===== src/hdl/e8q_pkg.sv =====
`timescale 1ns / 1ps
`default_nettype none
package e8q_pkg;

  localparam int FRAC_BITS  = 8;
  localparam int COMP_WIDTH = 16;
  localparam int NCOMP      = 8;

  localparam int IDX_W   = $clog2(NCOMP);
  localparam int SHIFT_W = COMP_WIDTH + 1;
  localparam int Z_W     = COMP_WIDTH - FRAC_BITS + 3;
  localparam int ERR_W   = FRAC_BITS + 2;
  localparam int MAG_W   = FRAC_BITS + 1;
  localparam int SQ_W    = 2 * MAG_W;
  localparam int DIST_W  = SQ_W + IDX_W;
  localparam int PT_W    = Z_W + FRAC_BITS;

  localparam longint UNIT      = longint'(1) <<< FRAC_BITS;
  localparam longint HALF_UNIT = UNIT >>> 1;

  typedef logic signed [COMP_WIDTH-1:0] comp_t;
  typedef comp_t [NCOMP-1:0]             vec_t;
  typedef logic signed [SHIFT_W-1:0]    shv_t;
  typedef shv_t [NCOMP-1:0]              shvec_t;
  typedef logic signed [Z_W-1:0]        zc_t;
  typedef logic signed [ERR_W-1:0]      err_t;
  typedef logic [FRAC_BITS-1:0]         frac_t;
  typedef logic [MAG_W-1:0]             mag_t;
  typedef logic [SQ_W-1:0]              sq_t;
  typedef logic [DIST_W-1:0]            dist_t;
  typedef logic [IDX_W-1:0]             idx_t;
  typedef logic signed [PT_W-1:0]       pt_t;

  typedef struct packed {
    zc_t  [NCOMP-1:0] z;
    err_t [NCOMP-1:0] e;
  } d8_res_t;

  localparam pt_t SAT_MAX = pt_t'((longint'(1) <<< (COMP_WIDTH - 1)) - 1);
  localparam pt_t SAT_MIN = pt_t'(-(longint'(1) <<< (COMP_WIDTH - 1)));

endpackage
`default_nettype wire


===== src/hdl/e8q_select.sv =====
`timescale 1ns / 1ps
`default_nettype none
module e8q_select (
  input  wire e8q_pkg::d8_res_t ri,
  input  wire e8q_pkg::d8_res_t rs,
  output e8q_pkg::vec_t         y,
  output logic                  half
);

  always_comb begin
    e8q_pkg::dist_t di;
    e8q_pkg::dist_t ds;
    e8q_pkg::mag_t  mi;
    e8q_pkg::mag_t  ms;
    e8q_pkg::pt_t   p;
    di = '0;
    ds = '0;
    for (int i = 0; i < e8q_pkg::NCOMP; i++) begin
      mi = ri.e[i][e8q_pkg::ERR_W-1] ? e8q_pkg::mag_t'(-ri.e[i]) : e8q_pkg::mag_t'(ri.e[i]);
      ms = rs.e[i][e8q_pkg::ERR_W-1] ? e8q_pkg::mag_t'(-rs.e[i]) : e8q_pkg::mag_t'(rs.e[i]);
      di = di + e8q_pkg::dist_t'(e8q_pkg::sq_t'(mi) * e8q_pkg::sq_t'(mi));
      ds = ds + e8q_pkg::dist_t'(e8q_pkg::sq_t'(ms) * e8q_pkg::sq_t'(ms));
    end
    half = ds < di;
    for (int i = 0; i < e8q_pkg::NCOMP; i++) begin
      if (half) begin
        p = (e8q_pkg::pt_t'($signed(rs.z[i])) <<< e8q_pkg::FRAC_BITS)
            + e8q_pkg::pt_t'(e8q_pkg::HALF_UNIT);
      end else begin
        p = e8q_pkg::pt_t'($signed(ri.z[i])) <<< e8q_pkg::FRAC_BITS;
      end
      if (p > e8q_pkg::SAT_MAX) begin
        p = e8q_pkg::SAT_MAX;
      end else if (p < e8q_pkg::SAT_MIN) begin
        p = e8q_pkg::SAT_MIN;
      end
      y[i] = p[e8q_pkg::COMP_WIDTH-1:0];
    end
  end

endmodule
`default_nettype wire


===== config.mk =====
export PLATFORM = sky130hd
export DESIGN_NAME = e8q_select
export DESIGN_NICKNAME = d
export VERILOG_FILES = /design/src/hdl/e8q_pkg.sv /design/src/hdl/e8q_select.sv
export SDC_FILE = /design/constraint.sdc
export NUM_CORES = 2
export LEC_CHECK = 0
export BUFFER_PORTS_ARGS = -buffer_cell sky130_fd_sc_hd__buf_4
export CAP_MARGIN = 0
export CORE_ASPECT_RATIO = 1.5
export CORE_MARGIN = 2
export CORE_UTILIZATION = 55
export DETAILED_ROUTE_END_ITERATION = 7
export PLACE_DENSITY = 0.79
export SLEW_MARGIN = 0
export SYNTH_ARGS = -nofsm -noshare
export SYNTH_HDL_FRONTEND = slang
export SYNTH_SLANG_ARGS = --single-unit

===== constraint.sdc =====
create_clock -name vclk -period 18.9
set_input_delay 3.78 -clock vclk [all_inputs]
set_output_delay 3.78 -clock vclk [all_outputs]
set_load 0.01 [all_outputs]

==> metrics <==
status finished, final reports clean; Initial Utilization 55.20%; PortBufs 465; largest net degree at the start of global routing 78; pins over their slew limit 0; pre-CTS setup slack between 200 and 300 ps; Mean Syn Cell Area around 8.4 µm²; CP endpoint y[36]; final weighted congestion in routability-driven placement about 1.0; Layout fillers 6808; post-synth top area cell fa_1; CP max FO 77; CP max stage cell fa_1; CP Capture Type primary output; vias in the first global route roughly 39000; design area about 0.048 mm²; total core area between 0.07 and 0.08 mm²; Final Setup Violations 0; Max Freq about 54 MHz; Top Family by Delay on Critical Path adder cells; number of hold buffers added after cts 0; DRC 0; initial drt markers 2325; Mapped Nets 6909; Final WS setup slightly above 400 ps; Seq cells 0; WP data arrival roughly 15000 ps; critical setup path kind in2out; number of max-cap violations 0; Die Span Y around 350 µm; HP Class in2out; antenna violations before repair 11; Placement Cell Area 0.04800 mm²; Syn Inst Count 5155; drt pass-1 iters 6; die area just over 0.08 mm²; Final ANT Viol Nets 0; share of cells above drive strength 1 between 10% and 20%; Hold Violations, Final 0; I/O pin count 465; slowest stage delay, CP just under 700 ps; Worst setup SP type primary input; Netlist cell types between 70 and 80; share of the synthesized area in the top cell type ~45%; register area share after synthesis 0%; final net count 7298; synthesis-to-finish area growth 11.82%; first-pass GRT wire length between 200000 and 250000 µm; CP Depth 37; Multi-input gate area between 0.03 and 0.04 mm²; Crit. Startpoint rs[20]; Worst slew margin 33.33%; Clock buffer cells 0; Sequential Area 0 µm²; final cycle utilization of the critical path between 90% and 100%; top cells by area, synth fa_1 45%, ha_1 13%, inv_1 12%; Final Routed Wirelength 134700 µm; Warnings, synthesis 0; All-Layer GR Usage 33.50%; WP data required between 15000 and 20000 ps; Post-Synthesis Cell Area between 0.04 and 0.05 mm²; DIE WIDTH around 230 µm; CP Buf/Inv Count 9; routed via count 36220; WL/cell 20.47 µm; # rows roughly 130; CP dominant cell by count fa_1; DP HPWL 120800 µm; total congestion overflow 0; vias per inst about 5.5; fin crit period around 18000 ps; worst slew pin tran approximately 990 ps
-- tightest hold or removal path: stages --
cell      delay [ps]
buf_4            180
o211ai_1         100
nand2_1           60
buf_4            140
-- metrics by stage --
stage	TNS, ps	hold slack [ps]	cells	utilization [%]
after global routing	-380.8	8064	6576	61.72
final	0	8040	6577	61.72
after CTS	0	8036	6552	61.26
after global placement	0	8028	6552	61.26
after detailed placement	0	8038	6552	61.26
after floorplan	0	7874	5155	-
-- timing repair --
item,4_1_cts,5_1_grt
resized for setup,0,46
setup endpoints to repair,0,125
hold endpoints to repair,0,0
buffers inserted,0,13
-- cell usage in the layout (no fill, tap or decap), types with 11 or more instances in the layout --
master / synthesis / routed
buf_4: 48 / 583
or3_1: 16 / 16
fa_1: 966 / 966
nor4_1: 18 / 17
diode_2: 0 / 11
o21a_1: 16 / 16
nand3_1: 85 / 85
nand2b_1: 41 / 41
o31ai_1: 27 / 25
a211oi_1: 14 / 13
nand2_1: 340 / 334
nor3_1: 153 / 151
xnor2_1: 128 / 122
and3_1: 57 / 57
o21ai_0: 56 / 52
or2_2: 30 / 30
or4_1: 66 / 66
inv_1: 1387 / 1383
nor2_1: 509 / 507
nor3b_1: 34 / 34
xor2_1: 100 / 93
nor2b_1: 11 / 11
and2_1: 12 / 11
a21o_1: 69 / 69
a21oi_1: 157 / 156
o211ai_1: 76 / 76
ha_1: 452 / 451
-- metal layers --
metal	track usage [%]	share of wire, %	wire length (µm)	up-vias
met3	3.563	5.4	7300	531
li1	-	-	-	16450
met2	59.76	51	68470	1386
met5	0	0	0	-
met1	36.56	34	46340	17850
met4	24.59	9.3	12560	0
-- worst min-delay path by stage --
stage,slack [ps],cells after the start,end,start
4_1_cts,8040,4,y[79],ri[134]
6_report,8040,4,y[79],ri[134]
3_3_place_gp,8030,4,y[79],ri[134]
3_5_place_dp,8040,4,y[79],ri[134]
5_1_grt,8060,4,y[47],ri[112]
2_1_floorplan,7870,3,y[111],rs[156]
-- cell usage after synthesis (7+ instances only) --
cell,count
or2_2,30
nor4_1,18
ha_1,452
nor2_1,509
or4_1,66
fa_1,966
buf_2,18
clkbuf_1,131
o31ai_1,27
nor3_1,153
a211oi_1,14
o21ai_0,56
o211ai_1,76
inv_1,1387
a32oi_1,8
nor3b_1,34
a21o_1,69
a221oi_1,8
nand3_1,85
a21oi_1,157
buf_4,48
nor2b_1,11
and2_1,12
xor2_1,100
nand2_1,340
or3_1,16
nand2b_1,41
o41ai_1,7
a311oi_1,8
o21a_1,16
xnor2_1,128
mux2i_1,9
inv_2,7
and3_1,57
-- layout make-up --
| cell class | instances | share of cell area [%] |
|---|---|---|
| Multi-Input combinational cell | 3555 | 77.07 |
| Inverter | 1397 | 10.88 |
| Timing Repair Buffer | 590 | 9.340 |
| Tap cell | 1024 | 2.649 |
| Antenna cell | 11 | 0.05692 |
-- logic make-up after synthesis --
family          after synthesis  share of synthesized area (%)
buf+inv                    1601                          14.42
simple gates               1393                          14.92
mux                          15                         0.3645
fa+ha+maj                  1418                          57.79
compound gates              496                          7.739
xor+xnor                    232                          4.768
Power is not shown: default switching activity piles up to over one toggle a cycle in this logic, so the estimate is an artifact.
