[src/hdl/e8q_pkg.sv]
`timescale 1ns / 1ps
`default_nettype none
package e8q_pkg;

  localparam int FRAC_BITS  = 8;
  localparam int COMP_WIDTH = 16;
  localparam int NCOMP      = 8;

  localparam int IDX_W   = $clog2(NCOMP);
  localparam int SHIFT_W = COMP_WIDTH + 1;
  localparam int Z_W     = COMP_WIDTH - FRAC_BITS + 3;
  localparam int ERR_W   = FRAC_BITS + 2;
  localparam int MAG_W   = FRAC_BITS + 1;
  localparam int SQ_W    = 2 * MAG_W;
  localparam int DIST_W  = SQ_W + IDX_W;
  localparam int PT_W    = Z_W + FRAC_BITS;

  localparam longint UNIT      = longint'(1) <<< FRAC_BITS;
  localparam longint HALF_UNIT = UNIT >>> 1;

  typedef logic signed [COMP_WIDTH-1:0] comp_t;
  typedef comp_t [NCOMP-1:0]             vec_t;
  typedef logic signed [SHIFT_W-1:0]    shv_t;
  typedef shv_t [NCOMP-1:0]              shvec_t;
  typedef logic signed [Z_W-1:0]        zc_t;
  typedef logic signed [ERR_W-1:0]      err_t;
  typedef logic [FRAC_BITS-1:0]         frac_t;
  typedef logic [MAG_W-1:0]             mag_t;
  typedef logic [SQ_W-1:0]              sq_t;
  typedef logic [DIST_W-1:0]            dist_t;
  typedef logic [IDX_W-1:0]             idx_t;
  typedef logic signed [PT_W-1:0]       pt_t;

  typedef struct packed {
    zc_t  [NCOMP-1:0] z;
    err_t [NCOMP-1:0] e;
  } d8_res_t;

  localparam pt_t SAT_MAX = pt_t'((longint'(1) <<< (COMP_WIDTH - 1)) - 1);
  localparam pt_t SAT_MIN = pt_t'(-(longint'(1) <<< (COMP_WIDTH - 1)));

endpackage
`default_nettype wire

[src/hdl/e8q_d8.sv]
`timescale 1ns / 1ps
`default_nettype none
module e8q_d8 (
  input  wire e8q_pkg::shvec_t v,
  output e8q_pkg::d8_res_t     res
);

  always_comb begin
    e8q_pkg::frac_t                   frac;
    logic                             up;
    logic                             par;
    e8q_pkg::mag_t                    mag;
    e8q_pkg::mag_t                    best;
    e8q_pkg::idx_t                    pick;
    e8q_pkg::zc_t  [e8q_pkg::NCOMP-1:0] q;
    e8q_pkg::err_t [e8q_pkg::NCOMP-1:0] err;
    par  = 1'b0;
    best = '0;
    pick = '0;
    for (int i = 0; i < e8q_pkg::NCOMP; i++) begin
      frac = v[i][e8q_pkg::FRAC_BITS-1:0];
      up = (frac > e8q_pkg::frac_t'(e8q_pkg::HALF_UNIT)) ||
           ((frac == e8q_pkg::frac_t'(e8q_pkg::HALF_UNIT)) && v[i][e8q_pkg::FRAC_BITS]);
      q[i] = e8q_pkg::zc_t'($signed(v[i][e8q_pkg::SHIFT_W-1:e8q_pkg::FRAC_BITS]))
             + e8q_pkg::zc_t'(up);
      err[i] = up ? e8q_pkg::err_t'({1'b0, frac}) - e8q_pkg::err_t'(e8q_pkg::UNIT)
                  : e8q_pkg::err_t'({1'b0, frac});
      mag = up ? e8q_pkg::mag_t'(e8q_pkg::UNIT) - e8q_pkg::mag_t'(frac)
               : e8q_pkg::mag_t'(frac);
      par = par ^ q[i][0];
      if (mag > best) begin
        best = mag;
        pick = e8q_pkg::idx_t'(i);
      end
    end
    res.z = q;
    res.e = err;
    if (par) begin
      for (int i = 0; i < e8q_pkg::NCOMP; i++) begin
        if (pick == e8q_pkg::idx_t'(i)) begin
          if (!err[i][e8q_pkg::ERR_W-1]) begin
            res.z[i] = q[i] + e8q_pkg::zc_t'(1);
            res.e[i] = err[i] - e8q_pkg::err_t'(e8q_pkg::UNIT);
          end else begin
            res.z[i] = q[i] - e8q_pkg::zc_t'(1);
            res.e[i] = err[i] + e8q_pkg::err_t'(e8q_pkg::UNIT);
          end
        end
      end
    end
  end

endmodule
`default_nettype wire

[config.mk]
export PLATFORM = sky130hd
export DESIGN_NAME = e8q_d8
export DESIGN_NICKNAME = d
export VERILOG_FILES = /design/src/hdl/e8q_pkg.sv /design/src/hdl/e8q_d8.sv
export SDC_FILE = /design/constraint.sdc
export NUM_CORES = 1
export LEC_CHECK = 0
export ABC_AREA = 1
export BUFFER_PORTS_ARGS = -buffer_cell sky130_fd_sc_hd__buf_2
export CAP_MARGIN = 15
export CORE_MARGIN = 4
export CORE_UTILIZATION = 50
export DETAILED_ROUTE_END_ITERATION = 16
export PLACE_DENSITY_LB_ADDON = 0.05
export SYNTH_ARGS = -nofsm -noshare
export SYNTH_HDL_FRONTEND = slang
export SYNTH_SLANG_ARGS = --single-unit
[constraint.sdc]
create_clock -name vclk -period 27.6
set_input_delay 5.52 -clock vclk [all_inputs]
set_output_delay 5.52 -clock vclk [all_outputs]
set_load 0.02 [all_outputs]
==> impl_metrics.tcl, run 1 <==
set metrics [dict create \
    status "finished, final reports clean" \
    post_cts_buffers 0 \
    vias_per_cell 5.065 \
    yosysTopAreaCellShare_pct 20.13 \
    netlist_instances 1688 \
    final_net_count 2209 \
    design.seq.count 0 \
    wl_met2_um 12930 \
    ir_worst_vdd_mv 0.01887 \
    fp.dieW_um 148.6 \
    drive_above_1_share_pct 17.99 \
    report.final.slew_viol_count 0 \
    wl_met1_um 12100 \
    clkbuf_count 0 \
    synth_xor_area_share_pct 14.62 \
    overflow 0 \
    grt_pass1_vias 9814 \
    wirelength_um 26820 \
    synth-compound-area-share_pct 15.93 \
    slowest_stage "nor2_1" \
    grt_usage_pct 22.48 \
    required_ns 22.08 \
    antenna_found_initial 2 \
    fin_ws_ns 3.670 \
    area_growth_pct 12.43 \
    std_cell_rows 51 \
    grt_pass1_wl_um 43190 \
    grt_start_max_net_pins 22 \
    setup_tns_ns 0 \
    muxShareOfSynthArea_pct 0.2026 \
    worstPathArrival_ns 18.41 \
    crit_top_cell "nand2_1" \
    ys_seq_area_share_pct 0 \
    crit_type "in -> out" \
    syn_avg_cell_area_um2 5.855 \
    holdCritStartpoint "v[18]" \
    synth_area_leader_cell "ha_1" \
    drt-pass1-iter-count 5 \
    period_share_pct 86.70 \
    maxSlewHeadroom_pct 29.38 \
    regArea_um2 0 \
    drc 0 \
    power_density_nw_per_um2 41.79 \
    io_buffers 304 \
    drtAntennaViolNets 0 \
    drtIter0Drc 451 \
    pin_count 304 \
    fillers 2007 \
    yosys_warnings 0 \
    whs_endpoint "res[11]" \
    drv_cap 0 \
    dp_hpwl_um 23770 \
    met3_length_um 1380 \
    synth_top_family_by_area "simple AND/OR/NAND/NOR gates" \
    top_layer "met5" \
    hold_depth 2 \
    coreArea_um2 19460 \
    final_common_cell "nand2_1" \
    max_stage_delay_ns 0.63 \
    layout_min_cycle_time_ns 23.93 \
    crit_path_end_kind "primary output" \
    via_count 11030 \
    die_area_um2 22080 \
    worstSetupStartpointType "input port" \
    cts_resized 0 \
    wl_per_cell_um 12.32 \
    syn-cell-area_um2 9883 \
    rsz0062_at_grt "no" \
    hp-class "in -> out" \
    leakage_nw 6.398 \
    cts_hold_buf 0 \
    final_hold_viol_count 0 \
    ys_top_cells_by_area "ha_1, nand2_1, xor2_1" \
    worst_slew_pin_slew_ns 1.055 \
    max_freq_ghz 0.04179 \
    die_y_um 148.6 \
    pre_cts_ws_ns 3.869 \
    mostFrequentLayoutCells "nand2_1, buf_2, inv_1" \
    path_max_fanout 21 \
    initial_core_util_pct 50.78 \
    synth-adder-area-share_pct 20.13 \
    synth.distinct_cells 47 \
    synthSimpleGateAreaFrac_pct 33.36 \
    place_congestion 0.9350 \
    setup_viol 0 \
]
[metrics by stage]
step,power (mW),utilization [%],std cells,hold WS (ns),cell area (um^2)
floorplan,0.3553,-,1700,11.15,9928
CTS,0.4654,57.08,2177,11.28,11110
detailed placement,0.4630,57.08,2177,11.28,11110
global route,0.5214,57.09,2178,11.29,11110
global placement,0.4608,57.08,2177,11.28,11110
finish,0.4644,57.09,2178,11.28,11110
[final cells by class]
class	count	area (um^2)	share of cell area, %
Timing Repair Buffer	304	1521	13.69
Multi-Input combinational cell	1374	8378	75.40
Antenna cell	1	2.502	0.02252
Inverter	234	878.3	7.905
Tap cell	265	331.6	2.984
[report_power, final]
part            internal, mW  switching, mW  leakage (nW)     total (mW)
Clock          0.00000000484              0    0.00000634  0.00000000485
Sequential                 0              0             0              0
Combinational          0.160          0.305          6.40          0.464
[worst max-delay path, delay by kind of cell]
kind	cells	cell delay [ns]
buf+inv	7	0.99
compound gates	14	2.83
simple gates	42	6.59
fa+ha+maj	8	2.46
[cells in the mapped netlist, types with 3 or more instances]
master / number
nand2_2: 5
nor2_1: 130
a21o_1: 3
a31oi_1: 3
nor3_1: 28
xor2_1: 125
o21ai_1: 44
o211ai_1: 4
buf_2: 6
nand3_1: 96
ha_1: 159
a211oi_1: 4
clkbuf_1: 4
nand4_1: 19
buf_6: 5
nor3b_1: 9
o21a_1: 5
and2_1: 12
o2111ai_1: 10
nand3b_1: 12
buf_4: 75
nor2_4: 4
inv_1: 230
or2_2: 16
a21boi_0: 3
xnor2_1: 40
o31ai_1: 8
nand2_1: 402
a21oi_1: 106
o21ai_0: 93
inv_2: 4
[layer usage]
metal	vias up	track usage (%)
met1	4829	29.24
met3	20	1.036
li1	5914	-
met2	266	42.01
met5	-	0
met4	2	2.910
[cell families after synthesis]
kind of cell             count (synthesis)
multiplexers                             2
adder cells (fa/ha/maj)                159
XOR/XNOR                               165
other                                    2
AO/OA/AOI/OAI                          288
AND/OR/NAND/NOR                        746
buffers and inverters                  326
[worst max path at each step]
stage,start,end,slack (ns),depth (start not counted)
2_1_floorplan,v[0],res[59],5.66,78
3_3_place_gp,v[0],res[137],4.23,72
3_5_place_dp,v[0],res[137],3.87,71
4_1_cts,v[0],res[137],3.83,71
5_1_grt,v[0],res[88],2.30,78
6_report,v[0],res[137],3.67,71
Power figures use the tool's default switching activity.
==> run 2, diff against run 1 <==
--- a/config.mk
+++ b/config.mk
@@ -8,8 +8,11 @@
 export ABC_AREA = 1
 export BUFFER_PORTS_ARGS = -buffer_cell sky130_fd_sc_hd__buf_2
 export CAP_MARGIN = 15
+export CELL_PAD_IN_SITES_DETAIL_PLACEMENT = 0
+export CELL_PAD_IN_SITES_GLOBAL_PLACEMENT = 2
+export CORE_ASPECT_RATIO = 1.25
 export CORE_MARGIN = 4
-export CORE_UTILIZATION = 50
+export CORE_UTILIZATION = 29
 export DETAILED_ROUTE_END_ITERATION = 16
 export PLACE_DENSITY_LB_ADDON = 0.05
 export SYNTH_ARGS = -nofsm -noshare
==> run 2 against run 1 <==
Compared with the run above: global-route usage shrank 6.0 points; sequential share of layout area is the same; largest power group unchanged; maximum frequency shrank 0.51%; largest cell class unchanged.
==> impl_metrics.tcl, run 2 (same netlist as run 1, synthesis figures left out) <==
set metrics [dict create \
    crit_type "in -> out" \
    worst_slew_pin_slew_ns 0.9111 \
    rsz0062_at_grt "no" \
    setup_viol 0 \
    initial_core_util_pct 29.42 \
    grt_start_max_net_pins 22 \
    leakage_nw 6.402 \
    finish.instance_area_um2 11310 \
    place_area_um2 11310 \
    dp.cells 2336 \
    final_common_cell "nand2_1" \
    place_congestion 0.8080 \
    hold_depth 2 \
    coreArea_um2 33590 \
    status "finished, final reports clean" \
    fillers 3938 \
    slowest_stage "nor2_1" \
    max_freq_ghz 0.04157 \
    maxSlewHeadroom_pct 39.04 \
    hp-class "in -> out" \
    crit_path_end_kind "primary output" \
    drtIter0Drc 297 \
    worstSetupStartpointType "input port" \
    cts_hold_buf 0 \
    drc 0 \
    vias_per_cell 4.690 \
    ir_worst_vdd_mv 0.01523 \
    post_cts_buffers 0 \
    max_stage_delay_ns 0.69 \
    layout_min_cycle_time_ns 24.05 \
    pre_cts_ws_ns 3.479 \
    drv_cap 0 \
    totalPowerFinal_uw 474.0 \
    fin_ws_ns 3.547 \
    drt-pass1-iter-count 5 \
    io_buffers 304 \
    final_net_count 2210 \
    setup_tns_ns 0 \
    area_growth_pct 14.48 \
    final_hold_viol_count 0 \
    holdCritStartpoint "v[18]" \
    via_count 10960 \
    die_area_um2 37120 \
    report.final.slew_viol_count 0 \
    grt_pass1_wl_um 52700 \
    overflow 0 \
    wirelength_um 32410 \
    multi_input_area_um2 8378 \
    final_util_pct 33.68 \
    regArea_um2 0 \
    antenna_found_initial 0 \
    required_ns 22.08 \
    drtAntennaViolNets 0 \
    path_max_fanout 21 \
    grt_pass1_vias 10960 \
    power_density_nw_per_um2 41.89 \
    drive_above_1_share_pct 18.03 \
    final_cells 2336 \
    whs_endpoint "res[11]" \
    crit_top_cell "nand2_1" \
    mostFrequentLayoutCells "nand2_1, buf_2, inv_1" \
    grt_usage_pct 16.46 \
    fp.dieW_um 173.1 \
    dp_hpwl_um 29140 \
    clkbuf_count 0 \
    cts_resized 0 \
    worstPathArrival_ns 18.53 \
    wl_per_cell_um 13.87 \
    std_cell_rows 75 \
    design.seq.count 0 \
    n_antenna_cell 0 \
    hold_slack_ns 11.27 \
    pin_count 304 \
    die_y_um 214.4 \
    period_share_pct 87.15 \
]
[run 2: cell types whose count changed in the layout (fill, tap and decap cells not counted), sizes merged]
cell | before | now
buf | 304 | 305
diode | 1 | 0
[run 2: power breakdown]
part	internal (mW)	switching [mW]
sequential	0	0
clock	0	0
combinational	0.160	0.314
[run 2: metal layers]
metal	up-vias	GRT usage (%)	routed length (um)
met5	-	0	0
met4	0	1.384	337
met3	14	0.7759	813
met2	183	33.99	17560
met1	4841	19.11	13690
li1	5918	-	-
[run 2: worst max path at each step]
stage	to	slack [ns]	start	cells after the start
floorplan	res[59]	5.66	v[0]	78
global placement	res[88]	3.64	v[0]	75
detailed placement	res[88]	3.48	v[0]	73
CTS	res[88]	3.42	v[0]	73
global route	res[88]	1.72	v[0]	74
finish	res[88]	3.55	v[0]	73
[run 2: area by class of cell]
class | instances | share of cell area (%)
inverters | 234 | 7.763
repair buffers | 305 | 13.51
well taps | 423 | 4.678
multi-input cells | 1374 | 74.05
[run 2: critical path, delay by kind of cell]
| kind | cells | cell delay [ns] |
|---|---|---|
| and+or+nand+nor | 43 | 7.15 |
| buffers and inverters | 7 | 0.97 |
| AOI/OAI and AO/OA | 15 | 2.48 |
| adders and majority gates | 8 | 2.39 |
